<file path="src/design/sfp_pkg.sv">
// ----------------------------------------------------------------------------
// sfp_pkg
// shared types of the sensor frame parser: configuration set and result word
// ----------------------------------------------------------------------------
package sfp_pkg;

  // register indexes of the configuration port
  localparam logic [2:0] RegHeading   = 3'd0;
  localparam logic [2:0] RegDataFlag  = 3'd1;
  localparam logic [2:0] RegRegFlag   = 3'd2;
  localparam logic [2:0] RegCodes     = 3'd3;
  localparam logic [2:0] RegSlotEn    = 3'd4;

  localparam int unsigned NumSlots = 7;

  // reset values of the configuration registers
  localparam logic [7:0] HeadingReset  = 8'h55;
  localparam logic [7:0] DataFlagReset = 8'h61;
  localparam logic [7:0] RegFlagReset  = 8'h71;

  typedef struct packed {
    logic [7:0]            heading_byte;
    logic [7:0]            data_flag_byte;
    logic [7:0]            register_flag_byte;
    logic [8*NumSlots-1:0] accepted_codes;
    logic [NumSlots-1:0]   code_slot_enable;
  } cfg_t;

  typedef struct packed {
    logic [3:0]  parse_state;
    logic        word_valid;
    logic [5:0]  word_index;
    logic [15:0] word_value;
    logic        packet_kind;
    logic [7:0]  register_code;
    logic        last_word;
  } result_t;

endpackage

</file>
<file path="src/design/sensor_frame_parser_top.sv">
// ----------------------------------------------------------------------------
// sensor_frame_parser_top
// frames sensor packets from a byte stream and emits their payload words
// ----------------------------------------------------------------------------
// usage:
//  - slave stream: one item per handshake; tdata carries the received symbol,
//    tuser the command (0 feeds the symbol, 1 restarts the parser)
//  - master stream: exactly one result word per accepted input word; tdata holds
//    the state after the symbol and the completed payload word if any, tuser the
//    frame kind, tlast marks the word that ends a frame
//  - apb port: heading, flag bytes, seven accepted register codes and their
//    slot enables, 64-bit registers at byte addresses 8*i; write only while idle
//  - a taken result is registered into the output register, or into the skid
//    register while the receiver stalls; throughput is one word per cycle
//    while s_axis_tready is high, set by the single state update per symbol
//  - a two-entry output stage (result register plus skid register) keeps
//    s_axis_tready high after the receiver stalls until the skid entry fills;
//    it drops only while both entries are full
//  - reset: parser in start state, all counters zero, registers at defaults,
//    output stage empty
// ----------------------------------------------------------------------------
module sensor_frame_parser_top
  import sfp_pkg::*;
#(
  parameter int unsigned DATA_WORDS     = 9,
  parameter int unsigned REGISTER_WORDS = 8
) (
  input  logic        clk_i,
  input  logic        rst_ni,
  // slave stream
  input  logic        s_axis_tvalid,
  output logic        s_axis_tready,
  input  logic [15:0] s_axis_tdata,   // symbol[8:0], zero fill [15:9]
  input  logic        s_axis_tuser,   // cmd
  // master stream
  output logic        m_axis_tvalid,
  input  logic        m_axis_tready,
  output logic [39:0] m_axis_tdata,   // parse_state[3:0], word_valid[4], word_index[10:5],
                                      // word_value[26:11], register_code[34:27], zero [39:35]
  output logic        m_axis_tuser,   // packet_kind
  output logic        m_axis_tlast,   // last_word
  // apb configuration
  input  logic        psel,
  input  logic        penable,
  input  logic        pwrite,
  input  logic [5:0]  paddr,
  input  logic [63:0] pwdata,
  output logic [63:0] prdata,
  output logic        pready
);

  cfg_t       cfg_q;
  logic       cfg_wr;
  logic [2:0] reg_idx;

  result_t    res_new;
  result_t    out_q, skid_q;
  logic       out_vld_q, skid_vld_q;
  logic       take;

  // ---------------- configuration registers ----------------
  assign pready  = 1'b1;
  assign reg_idx = paddr[5:3];
  assign cfg_wr  = psel && penable && pwrite;

  always_ff @(posedge clk_i or negedge rst_ni) begin
    if (!rst_ni) begin
      cfg_q.heading_byte       <= HeadingReset;
      cfg_q.data_flag_byte     <= DataFlagReset;
      cfg_q.register_flag_byte <= RegFlagReset;
      cfg_q.accepted_codes     <= '0;
      cfg_q.code_slot_enable   <= '0;
    end else if (cfg_wr) begin
      unique case (reg_idx)
        RegHeading:  cfg_q.heading_byte       <= pwdata[7:0];
        RegDataFlag: cfg_q.data_flag_byte     <= pwdata[7:0];
        RegRegFlag:  cfg_q.register_flag_byte <= pwdata[7:0];
        RegCodes:    cfg_q.accepted_codes     <= pwdata[8*NumSlots-1:0];
        RegSlotEn:   cfg_q.code_slot_enable   <= pwdata[NumSlots-1:0];
        default:     ;
      endcase
    end
  end

  // read back, zero extended
  always_comb begin
    unique case (reg_idx)
      RegHeading:  prdata = {56'h0, cfg_q.heading_byte};
      RegDataFlag: prdata = {56'h0, cfg_q.data_flag_byte};
      RegRegFlag:  prdata = {56'h0, cfg_q.register_flag_byte};
      RegCodes:    prdata = {8'h0, cfg_q.accepted_codes};
      RegSlotEn:   prdata = {57'h0, cfg_q.code_slot_enable};
      default:     prdata = '0;
    endcase
  end

  // ---------------- parser ----------------
  // a word is taken whenever the skid entry is free
  assign s_axis_tready = !skid_vld_q;
  assign take          = s_axis_tvalid && s_axis_tready;

  sfp_core #(
    .DATA_WORDS     (DATA_WORDS),
    .REGISTER_WORDS (REGISTER_WORDS)
  ) u_core (
    .clk_i    (clk_i),
    .rst_ni   (rst_ni),
    .cfg_i    (cfg_q),
    .take_i   (take),
    .cmd_i    (s_axis_tuser),
    .symbol_i (s_axis_tdata[8:0]),
    .res_o    (res_new)
  );

  // ---------------- output stage with skid ----------------
  always_ff @(posedge clk_i or negedge rst_ni) begin
    if (!rst_ni) begin
      out_vld_q  <= 1'b0;
      skid_vld_q <= 1'b0;
    end else if (!out_vld_q || m_axis_tready) begin
      // output slot frees up: drain skid first, else take the new result
      if (skid_vld_q) begin
        out_vld_q  <= 1'b1;
        skid_vld_q <= 1'b0;
      end else begin
        out_vld_q <= take;
      end
    end else if (take) begin
      skid_vld_q <= 1'b1;
    end
  end

  always_ff @(posedge clk_i) begin
    if (!out_vld_q || m_axis_tready) begin
      out_q <= skid_vld_q ? skid_q : res_new;
    end else if (take) begin
      skid_q <= res_new;
    end
  end

  assign m_axis_tvalid = out_vld_q;
  assign m_axis_tdata  = {5'h0, out_q.register_code, out_q.word_value, out_q.word_index,
                          out_q.word_valid, out_q.parse_state};
  assign m_axis_tuser  = out_q.packet_kind;
  assign m_axis_tlast  = out_q.last_word;

endmodule

</file>
<file path="src/design/sfp_core.sv">
// ----------------------------------------------------------------------------
// sfp_core
// frame state machine: one symbol per accepted word, result formed in the same cycle
// ----------------------------------------------------------------------------
module sfp_core
  import sfp_pkg::*;
#(
  parameter int unsigned DATA_WORDS     = 9,
  parameter int unsigned REGISTER_WORDS = 8
) (
  input  logic       clk_i,
  input  logic       rst_ni,
  input  cfg_t       cfg_i,
  input  logic       take_i,
  input  logic       cmd_i,
  input  logic [8:0] symbol_i,
  output result_t    res_o
);

  typedef enum logic [3:0] {
    StStart    = 4'd0,
    StHunt     = 4'd1,
    StFlag     = 4'd2,
    StRegLow   = 4'd3,
    StRegHigh  = 4'd4,
    StDataLow  = 4'd5,
    StDataHigh = 4'd6,
    StFinal    = 4'd7,
    StError    = 4'd8
  } state_e;

  state_e      state_q, state_d;
  logic [7:0]  low_byte_q, low_byte_d;
  logic [6:0]  words_left_q, words_left_d;
  logic [5:0]  next_index_q, next_index_d;
  logic        frame_kind_q, frame_kind_d;
  logic [7:0]  code_q, code_d;

  logic [7:0]  b;
  logic        code_ok;
  logic        vld, last;
  logic [5:0]  idx;
  logic [15:0] val;

  assign b = symbol_i[7:0];

  // match against every enabled code slot
  always_comb begin
    code_ok = 1'b0;
    for (int k = 0; k < NumSlots; k++) begin
      if (cfg_i.code_slot_enable[k] && (cfg_i.accepted_codes[8*k +: 8] == b)) begin
        code_ok = 1'b1;
      end
    end
  end

  always_comb begin
    state_d      = state_q;
    low_byte_d   = low_byte_q;
    words_left_d = words_left_q;
    next_index_d = next_index_q;
    frame_kind_d = frame_kind_q;
    code_d       = code_q;
    vld          = 1'b0;
    last         = 1'b0;
    idx          = '0;
    val          = '0;
    priority if (cmd_i) begin
      state_d = StStart;
    end else if (symbol_i[8]) begin
      state_d = StError;
    end else begin
      unique case (state_q)
        StStart, StHunt: begin
          state_d = (b == cfg_i.heading_byte) ? StFlag : StHunt;
        end
        StFlag: begin
          priority if (b == cfg_i.data_flag_byte) begin
            frame_kind_d = 1'b0;
            next_index_d = '0;
            words_left_d = 7'(DATA_WORDS);
            state_d      = StDataLow;
          end else if (b == cfg_i.register_flag_byte) begin
            frame_kind_d = 1'b1;
            state_d      = StRegLow;
          end else if (b == cfg_i.heading_byte) begin
            state_d = StFlag;
          end else begin
            state_d = StHunt;
          end
        end
        StRegLow: begin
          priority if (code_ok) begin
            low_byte_d = b;
            state_d    = StRegHigh;
          end else if (b == cfg_i.heading_byte) begin
            state_d = StFlag;
          end else begin
            state_d = StHunt;
          end
        end
        StRegHigh: begin
          priority if (b == 8'h00) begin
            code_d       = low_byte_q;
            next_index_d = '0;
            words_left_d = 7'(REGISTER_WORDS);
            state_d      = StDataLow;
          end else if (b == cfg_i.heading_byte) begin
            state_d = StFlag;
          end else begin
            state_d = StHunt;
          end
        end
        StDataLow: begin
          low_byte_d = b;
          state_d    = StDataHigh;
        end
        StDataHigh: begin
          vld          = 1'b1;
          idx          = next_index_q;
          val          = {b, low_byte_q};
          next_index_d = next_index_q + 6'd1;
          if (words_left_q <= 7'd1) begin
            words_left_d = '0;
            last         = 1'b1;
            state_d      = StFinal;
          end else begin
            words_left_d = words_left_q - 7'd1;
            state_d      = StDataLow;
          end
        end
        StFinal, StError: begin
          state_d = state_q;
        end
        default: begin
          state_d = StError;
        end
      endcase
    end
  end

  always_comb begin
    res_o.parse_state   = state_d;
    res_o.word_valid    = vld;
    res_o.word_index    = idx;
    res_o.word_value    = val;
    res_o.packet_kind   = frame_kind_d;
    res_o.register_code = frame_kind_d ? code_d : 8'h00;
    res_o.last_word     = last;
  end

  always_ff @(posedge clk_i or negedge rst_ni) begin
    if (!rst_ni) begin
      state_q      <= StStart;
      low_byte_q   <= '0;
      words_left_q <= '0;
      next_index_q <= '0;
      frame_kind_q <= 1'b0;
      code_q       <= '0;
    end else if (take_i) begin
      state_q      <= state_d;
      low_byte_q   <= low_byte_d;
      words_left_q <= words_left_d;
      next_index_q <= next_index_d;
      frame_kind_q <= frame_kind_d;
      code_q       <= code_d;
    end
  end

endmodule
</file>
<file path="config.mk">
export PLATFORM = sky130hd
export DESIGN_NAME = sensor_frame_parser_top
export DESIGN_NICKNAME = d
export VERILOG_FILES = /design/src/design/sfp_pkg.sv /design/src/design/sensor_frame_parser_top.sv /design/src/design/sfp_core.sv
export SDC_FILE = /design/constraint.sdc
export NUM_CORES = 1
export LEC_CHECK = 0
export ABC_AREA = 1
export BUFFER_PORTS_ARGS = -buffer_cell sky130_fd_sc_hd__buf_2
export CAP_MARGIN = 30
export CORE_MARGIN = 2
export CORE_UTILIZATION = 35
export CTS_CLUSTER_SIZE = 28
export DETAILED_ROUTE_END_ITERATION = 8
export GPL_TIMING_DRIVEN = 0
export HOLD_SLACK_MARGIN = 0.06
export SYNTH_ARGS = -nofsm -noshare
export SYNTH_HDL_FRONTEND = slang
export SYNTH_SLANG_ARGS = --single-unit
</file>
<file path="constraint.sdc">
create_clock -name clk_i -period 4.3 [get_ports clk_i]
set_clock_uncertainty 0.2 [all_clocks]
set_input_delay 0.215 -clock clk_i [delete_from_list [all_inputs] [get_ports clk_i]]
set_output_delay 0.215 -clock clk_i [all_outputs]
set_load 0.01 [all_outputs]
</file>
==> out/results.txt, run 1 <==
Status: finished clean
Post-synthesis instance total: 1212
Worst Path Arrival: 2.41 ns
Hold Vio Cnt, Final: 0
CTS tree: built
Post-DRT Antenna Nets: 0
Hold slack final: 0.08621 ns
CTS max path bufs: 2
Slew Viols, Final: 0
Worst skew pair latency: 0.44 ns
Synth top cells by count: 342 x nand2_1, 152 x nor2_1, 129 x inv_1, 112 x dfrtp_1, 74 x edfxtp_1
Tcrit/Tclk final: 56.27%
Die Area: 0.03011 mm2
Fmax: 413.3 MHz
DR vias: 8803
Pwr Total: 4.906 mW
Reg-to-Reg Start: cfg_q[81]
Total GRT Usage: 19.38%
Clock Tree Root: clkbuf_16
Synth cell types: 45
Setup violators final: 0
Fin cells: 1875
Critical Path RT: 4.29 ns
Crit-path max FO: 10
First-pass GRT wire length: 45.70 mm
Row cnt: 62
Number of synthesized register bits: 197
Yosys warns: 0
Post-synthesis cell area: 0.01006 mm2
Placed cells: 1778
Type of origin of the critical path: primary input
Vias in the first global route: 8398
Leak: 6.362 nW
Die Y-Extent: 173.5 um
Max Cap Viol: 0
PortBufs: 168
Most frequent cell after synthesis: nand2_1
Crit path kind: in -> reg
Worst-margin pin slew: 0.9532 ns
Io pins: 203
Post-synthesis sequential area ratio: 52.83%
Pre-antenna DRT Iters: 5
Post-synth top flop: dfrtp_1
Reg clk slew, reported paths: 0.08 ns
Worst hold path class: in -> reg
Initial Util: 35.33%
Slew margin rel.: 36.23%
Overflow after GRT: 0
Synth top area share: 27.86%
Die Wd: 173.5 um
Post-DR wirelength/cell: 15.63 um
Final Instance Area: 0.01280 mm2
H-tree levels: 4
Core area: 0.02847 mm2
Mean area per synthesized cell: 8.299 um2
GP Congestion: 0.8746
Asr flop ratio synth: 62.44%
Largest net degree at the start of global routing: 94
Post-synth EDFFs: 74
Pwr per Cell Area: 383.3 mW/mm2
Min cycle time layout: 2.420 ns
Yosys top cell by area: dfrtp_1
Crit. Startpoint: s_axis_tdata[1]
Area grow syn2layout: 27.27%
Detail Placement HPWL: 20.86 mm
Ant diodes: 0
Num CTS Buffers: 17
Initial antenna violation count: 0
DP Area: 0.01149 mm2
Ranking of synthesized cells by area: dfrtp_1 28%, edfxtp_1 22%, nand2_1 13%
1st-iter DRT viols: 662
Drt drc: 0
Unrepaired setup endpoints after global routing: false
Post-layout nets: 1575
WL final: 29.31 mm
Clock sinks: 197
Layout cell share with drive strength beyond 1: 20.39%
Drt via density: 4.695
Min-delay src: s_axis_tdata[6]
Max rail drop VDD: 0.0002459 V
Crit. End Element: flip-flop
-- stage by stage --
stage,TNS [ns],util [%],setup slack [ns]
after floorplan,0,-,0.7199
after global placement,-17.83,40.13,-0.4833
after detailed placement,0,40.35,1.812
after CTS,0,44.91,1.912
after global routing,0,44.96,1.754
final,0,44.96,1.880
-- critical path: stages --
cell	delay, ns
dlygate4sd3_1	0.53
buf_2	0.15
inv_2	0.24
nand2_1	0.09
nand2_1	0.06
nand3_1	0.06
nor2_1	0.27
nand2_2	0.15
o21ai_0	0.19
nand2_1	0.10
nor2_2	0.11
nand2_1	0.09
nand3_1	0.08
nand2_1	0.08
-- repair_timing --
item	CTS	global route
setup buffers	0	0
resized for setup	0	0
hold buffers	64	0
endpoints found under the hold margin	217	0
-- state kept, by name (all words and copies together) (netlist names) --
name	flops
u_core.next_index_q	6
u_core.code_q	8
skid_vld_q	1
m_axis_tlast	1
skid_q	37
cfg_q	87
m_axis_tdata	35
u_core.state_q	4
m_axis_tuser	1
u_core.words_left_q	7
m_axis_tvalid	1
u_core.frame_kind_q	1
u_core.low_byte_q	8
-- final timing paths --
path	slack, ns	endpoint	depth (start not counted)
min in group asynchronous	0.14	cfg_q[69]	2
hold / removal	0.09	u_core.low_byte_q[6]	4
setup / recovery	1.88	m_axis_tdata[0]	14
setup reg to reg	1.97	m_axis_tdata[0]	10
hold reg to reg	0.27	u_core.words_left_q[5]	1
max in group asynchronous	2.84	cfg_q[84]	4
-- power breakdown --
group          internal (mW)  total, mW  switching [mW]  leakage (nW)
clock                  0.959       1.79           0.831         0.316
combinational          0.322      0.818           0.495          3.90
sequential              2.17       2.30           0.128          2.15
-- routing by layer --
metal	vias up	track usage [%]	routed length (um)	share of wire, %
li1	4352	-	-	-
met1	4110	26.50	13300	45
met2	295	31.40	13560	46
met3	46	2.982	1694	5.8
met4	0	6.780	753	2.6
met5	-	0	0	0
-- cells by family after synthesis --
| logic type | after synthesis | share of synthesized area (%) |
|---|---|---|
| adder cells (fa/ha/maj) | 3 | 0.3732 |
| buffers and inverters | 200 | 8.720 |
| XOR/XNOR | 37 | 3.222 |
| flip-flops | 197 | 52.83 |
| AO/OA/AOI/OAI | 167 | 8.695 |
| AND/OR/NAND/NOR | 597 | 25.18 |
| multiplexers | 9 | 0.9081 |
| other | 2 | 0.07466 |
-- placed cells by master, fill, tap and decap left out, types with 10 or more instances in the layout --
| master | instances |
|---|---|
| nand2_1 | 341 |
| buf_2 | 174 |
| nor2_1 | 151 |
| inv_1 | 129 |
| dfrtp_1 | 112 |
| edfxtp_1 | 74 |
| o21ai_0 | 71 |
| a21oi_1 | 67 |
| dlygate4sd3_1 | 64 |
| nand3_1 | 42 |
| xnor2_1 | 26 |
| clkbuf_1 | 26 |
| nor2_2 | 22 |
| buf_4 | 19 |
| clkbuf_16 | 17 |
| conb_1 | 14 |
| xor2_1 | 11 |
| o21ai_1 | 11 |
| dfstp_2 | 11 |
| nand4_1 | 10 |
| inv_2 | 10 |
-- final cells by class --
| cell class | instances | area (um2) |
|---|---|---|
| fillers | 2802 | 15670 |
| flip-flops and latches | 197 | 5314 |
| multi-input cells | 827 | 3923 |
| repair buffers | 235 | 1550 |
| inverters | 142 | 538.0 |
| well taps | 384 | 480.5 |
| clock buffers | 17 | 425.4 |
| plain buffers | 58 | 339.1 |
| clock inverters | 15 | 231.5 |
(Power assumes the default switching activity.)
==> inputs of run 2 (changes only) <==
ABC_AREA = 0   (was 1)
clock period = 2.19 ns   (was 4.3 ns; I/O delays follow)
==> out/results.txt, run 2 <==
Post-synthesis instance total: 812
Synth cell types: 61
Leak: 6.236 nW
Critical Path RT: 2.26 ns
PortBufs: 169
Fin worst setup slack: -0.09982 ns
Yosys top cell by area: dfrtp_1
Post-synthesis sequential area ratio: 53.01%
Tcrit/Tclk final: 104.6%
Synth top area share: 27.96%
Final Instance Area: 0.01364 mm2
Detail Placement HPWL: 18.93 mm
WL final: 28.27 mm
Yosys warns: 0
Most frequent cells in the layout: 175 x buf_2, 118 x mux2_2, 112 x dfrtp_1
Type of origin of the critical path: flip-flop
Unrepaired setup endpoints after global routing: true
Final core occ: 48.71%
Mean area per synthesized cell: 12.35 um2
Worst skew pair latency: 0.44 ns
CP peak stage delay: 0.57 ns
Pwr per Cell Area: 716.1 mW/mm2
Post-synth top flop: dfrtp_1
Area grow syn2layout: 36.11%
Max reg flops: 87
Total GRT Usage: 18.60%
Pre-antenna DRT Iters: 5
Reg clk slew, reported paths: 0.09 ns
CP max-delay cell: dfstp_2
Pre-CTS setup slack: -0.4724 ns
Clock Tree Root: clkbuf_16
Largest net degree at the start of global routing: 81
Num CTS Buffers: 17
Die Area: 0.03001 mm2
Die Wd: 173.2 um
Clock sinks: 197
Most frequent cell after synthesis: mux2_2
Hold slack final: 0.06102 ns
CTS tree: built
Most common cell after layout, fill and taps aside: buf_2
Crit. End Element: flip-flop
Slew margin rel.: 39.54%
GP Congestion: 0.8452
Overflow after GRT: 0
Setup violators final: 26
Vias in the first global route: 7576
Critical Path, Cell by Cell: xnor2_2 -> nand4_4 -> buf_4 -> o31ai_4 -> a21oi_2 -> or4_1 -> o211ai_1
Hold Vio Cnt, Final: 0
H-tree levels: 4
Post-DRT Antenna Nets: 0
Worst Path Arrival: 2.36 ns
Initial antenna violation count: 0
CTS max path bufs: 2
Crit path kind: reg -> reg
WP buf/inv: 1
Post-synthesis cell area: 0.01002 mm2
Row cnt: 61
Initial Util: 35.79%
DP Area: 0.01150 mm2
Io pins: 203
Post-layout nets: 1220
Asr flop ratio synth: 62.44%
Worst hold path class: in -> reg
Min cycle time layout: 2.290 ns
Fmax: 436.7 MHz
Drt drc: 0
Core area: 0.02801 mm2
Post-synth EDFFs: 74
Die Y-Extent: 173.2 um
Failing checks: negative setup slack
Cell family with most CP delay: flip-flops
Post-DR wirelength/cell: 18.68 um
Max rail drop VDD: 0.0004436 V
Biggest register: cfg_q
DR vias: 7602
First-pass GRT wire length: 43.77 mm
Drt via density: 5.021
Ranking of synthesized cells by area: dfrtp_1 28%, edfxtp_1 22%, mux2_2 15%
Ant diodes: 0
Number of synthesized register bits: 197
Synth top cells by count: 134 x mux2_2, 112 x dfrtp_1, 74 x and3_1, 74 x edfxtp_1, 45 x xor2_1
Crit-path max FO: 3
Max Cap Viol: 0
Layout cell share with drive strength beyond 1: 45.69%
Worst-margin pin slew: 0.9035 ns
1st-iter DRT viols: 477
Status: complete, but fails checks
Pwr Total: 9.770 mW
Slew Viols, Final: 0
run 2: cell types whose count changed after synthesis, moves of 10 or more:
cell and delta:
a21oi_1 -59, a22oi_1 +12, and3_1 +73, inv_1 -118, inv_2 -10, mux2_2 +133
nand2_1 -302, nand3_1 -31, nor2_1 -123, nor2_2 -22, o21ai_0 -50, o21ai_1 -11
xor2_1 +34
run 2: kinds of logic (layout without fill, tap and decap cells):
kind of cell / count (synthesis) / after routing / share of synthesized area (%)
muxes: 144 / 144 / 16.18
xor gates and xnor gates: 81 / 81 / 7.152
and+or+nand+nor: 225 / 225 / 12.98
other: 2 / 14 / 0.07492
DFF: 197 / 197 / 53.01
buffers and inverters: 76 / 387 / 4.156
adders and majority gates: 3 / 3 / 0.3745
AOI/OAI and AO/OA: 84 / 85 / 6.079
run 2: what timing repair did:
action | in CTS | in global routing
buffers inserted | 16 | 24
pin swaps | 21 | 38
gates cloned | 2 | 1
hold buffers | 65 | 0
resized for setup | 66 | 65
setup endpoints to repair | 116 | 72
hold endpoints to repair | 212 | 0
run 2: report_power, final:
| group | internal [mW] | switching [mW] |
|---|---|---|
| Combinational | 0.962 | 0.854 |
| Sequential | 4.29 | 0.346 |
| Clock | 1.59 | 1.73 |
run 2: final timing paths:
kind                                        start                      to  slack, ns  depth (start not counted)
setup / recovery                        cfg_q[77]         m_axis_tdata[2]       -0.1                          7
hold / removal                    s_axis_tdata[4]    u_core.low_byte_q[4]       0.06                          3
setup reg to reg                        cfg_q[77]         m_axis_tdata[2]       -0.1                          7
hold reg to reg            u_core.next_index_q[5]  u_core.next_index_q[5]       0.29                          1
max in group asynchronous                  rst_ni               cfg_q[76]       0.80                          4
min in group asynchronous                  rst_ni               cfg_q[79]       0.53                          3
run 2: metrics by stage:
step	TNS, ns	cells
after floorplan	0	824
after global placement	-148.68	1371
after detailed placement	-30.78	1376
after CTS	-0.9681	1488
after global routing	-3.257	1514
final	-0.9360	1514
run 2: layout make-up:
cell class,instances,area (um2)
Multi-Input combinational cell,552,4782
Fill cell,2539,14370
Sequential cell,197,5314
Tap cell,378,473.0
Timing Repair Buffer,282,1971
Buffer,62,431.7
Inverter,11,41.29
Clock buffer,17,425.4
Clock inverter,15,206.4
run 2: worst register-to-register path, stage by stage, from the launching register on:
cell and delay (ns):
dfstp_2 0.57, xnor2_2 0.14, nand4_4 0.15, buf_4 0.17, o31ai_4 0.23, a21oi_2 0.12, or4_1 0.41, o211ai_1 0.12
run 2: layer usage:
layer | vias up | track usage, % | share of wire, %
li1 | 3549 | - | -
met1 | 3801 | 25.15 | 45
met2 | 225 | 30.82 | 49
met3 | 27 | 3.816 | 5.4
met4 | 0 | 4.237 | 1.3
met5 | - | 0 | 0
==> inputs of run 3 (changes only) <==
CTS_BUF_LIST = sky130_fd_sc_hd__clkbuf_2   (was default)
RECOVER_POWER = 100   (was default)
==> out/results.txt, run 3 (synthesis results as in run 2) <==
Reg-to-Reg Start: u_core.state_q[3]
Most frequent cells in the layout: 147 x dlygate4sd3_1, 113 x mux2_2, 110 x dfrtp_1
Fill cell count: 2494
CTS tree: built
Clock sinks: 197
Pwr per Cell Area: 606.7 mW/mm2
Max reg flops: 87
Clk pwr share: 23.2%
Slew margin rel.: 37.07%
Post-DR wirelength/cell: 18.57 um
Num CTS Buffers: 17
Crit-path max FO: 3
Area grow syn2layout: 44.32%
Post-layout nets: 1321
Unrepaired setup endpoints after global routing: true
Crit. End Element: output port
Status: complete, but fails checks
Psw: 2.893 mW
CTS max path bufs: 2
Min-delay src: paddr[5]
FF-to-FF End: m_axis_tdata[0]
Hold Vio Cnt, Final: 0
Worst skew pair latency: 0.83 ns
Failing checks: negative setup slack
Vias in the first global route: 8245
Logic pwr share: 24.1%
Crit path kind: reg -> out
Register share of total power: 52.7%
Min cycle time layout: 2.350 ns
Worst Path Arrival: 2.04 ns
Overflow after GRT: 0
H-tree levels: 4
Slew Viols, Final: 0
Drt drc: 0
Leak: 6.248 nW
Fmax: 425.5 MHz
Hold Crit Endpoint: cfg_q[6]
Largest net degree at the start of global routing: 81
Reg clk slew, reported paths: 0.37 ns
Switching Share: 32.96%
Biggest register: cfg_q
GP Congestion: 0.8452
Fin Setup TNS: -4.319 ns
Pre-CTS setup slack: -0.4724 ns
Reg2Reg Depth: 7
Tcrit/Tclk final: 107.3%
Drt via density: 4.966
Critical Path RT: 1.88 ns
PortBufs: 169
Post-DRT Antenna Nets: 0
Total GRT Usage: 19.62%
Io pins: 203
Pre-antenna DRT Iters: 4
Die Area: 0.03001 mm2
Detail Placement HPWL: 18.93 mm
Type of origin of the critical path: flip-flop
First-pass GRT wire length: 46.50 mm
Die Y-Extent: 173.2 um
Worst hold path class: in -> reg
Row cnt: 61
Int Pwr: 5.885 mW
Initial antenna violation count: 1
Setup violators final: 107
Worst-margin pin slew: 0.9404 ns
WL final: 30.02 mm
1st-iter DRT viols: 448
Multi-input logic area: 0.004997 mm2
Core area: 0.02801 mm2
Initial Util: 35.79%
Die Wd: 173.2 um
Reg2reg setup slack: -0.15 ns
Hold depth: 4
Layout cell share with drive strength beyond 1: 38.80%
Max rail drop VDD: 0.0003788 V
Reg area: 0.005316 mm2
Clock Tree Root: clkbuf_2
Most common cell after layout, fill and taps aside: dlygate4sd3_1
DR vias: 8025
Max Cap Viol: 0
Fin worst setup slack: -0.1600 ns
[run 3: how the worst max path moves through the flow]
stage               depth (start not counted)          endpoint         startpoint  slack, ns
floorplan                                   7  u_core.code_q[0]  u_core.state_q[0]       0.02
global placement                            1     m_axis_tvalid             rst_ni      -0.96
detailed placement                          9   m_axis_tdata[0]    s_axis_tdata[0]      -0.47
CTS                                         3         prdata[7]          cfg_q[70]      -0.23
global route                                4         prdata[0]          cfg_q[63]      -0.30
finish                                      3         prdata[7]          cfg_q[86]      -0.16
[run 3: per-stage QoR]
stage	std cells	area [um2]	total power, mW	util (%)	hold slack [ns]
after floorplan	824	10090	5.614	-	-0.3861
after global placement	1371	11410	6.145	40.74	0.1417
after detailed placement	1376	11500	6.201	41.04	-0.1342
after CTS	1598	14130	8.704	50.45	0.09064
after global routing	1616	14470	9.196	51.65	0.06461
final	1616	14470	8.778	51.65	0.1504
[run 3: layer usage]
| metal | track usage, % | routed length, um | up-vias |
|---|---|---|---|
| met3 | 4.496 | 1550 | 30 |
| li1 | - | - | 3740 |
| met1 | 25.58 | 13270 | 4025 |
| met5 | 0 | 0 | - |
| met2 | 33.18 | 14770 | 230 |
| met4 | 4.626 | 433 | 0 |
[run 3: power by group through the flow]
| stage | registers, mW | clock network [mW] | logic, mW |
|---|---|---|---|
| floorplan | 4.63 | 0 | 0.983 |
| global placement | 4.69 | 0 | 1.45 |
| detailed placement | 4.71 | 0 | 1.49 |
| CTS | 4.61 | 2.08 | 2.01 |
| global route | 4.68 | 2.24 | 2.28 |
| finish | 4.63 | 2.04 | 2.12 |
[run 3: area by class of cell]
type,instances,share of cell area [%]
Sequential cell,197,36.75
Antenna cell,1,0.01730
Tap cell,378,3.269
Clock buffer,17,0.5881
Multi-Input combinational cell,551,34.54
Timing Repair Buffer,385,20.12
Clock inverter,15,1.427
Inverter,11,0.2854
Buffer,61,3.001
[run 3: critical path, cell delays in order, from the launching register on]
cell and delay (ns):
dfrtp_1 0.49, mux4_2 0.45, nor2b_1 0.15, buf_2 0.16
[run 3: what timing repair did]
action                     CTS  global route
setup buffers               44            16
setup endpoints to repair  128            89
hold endpoints to repair   340             2
hold buffers               147             1
gates resized for setup    107           103
pin swaps                   38            42
cloned                       2             1
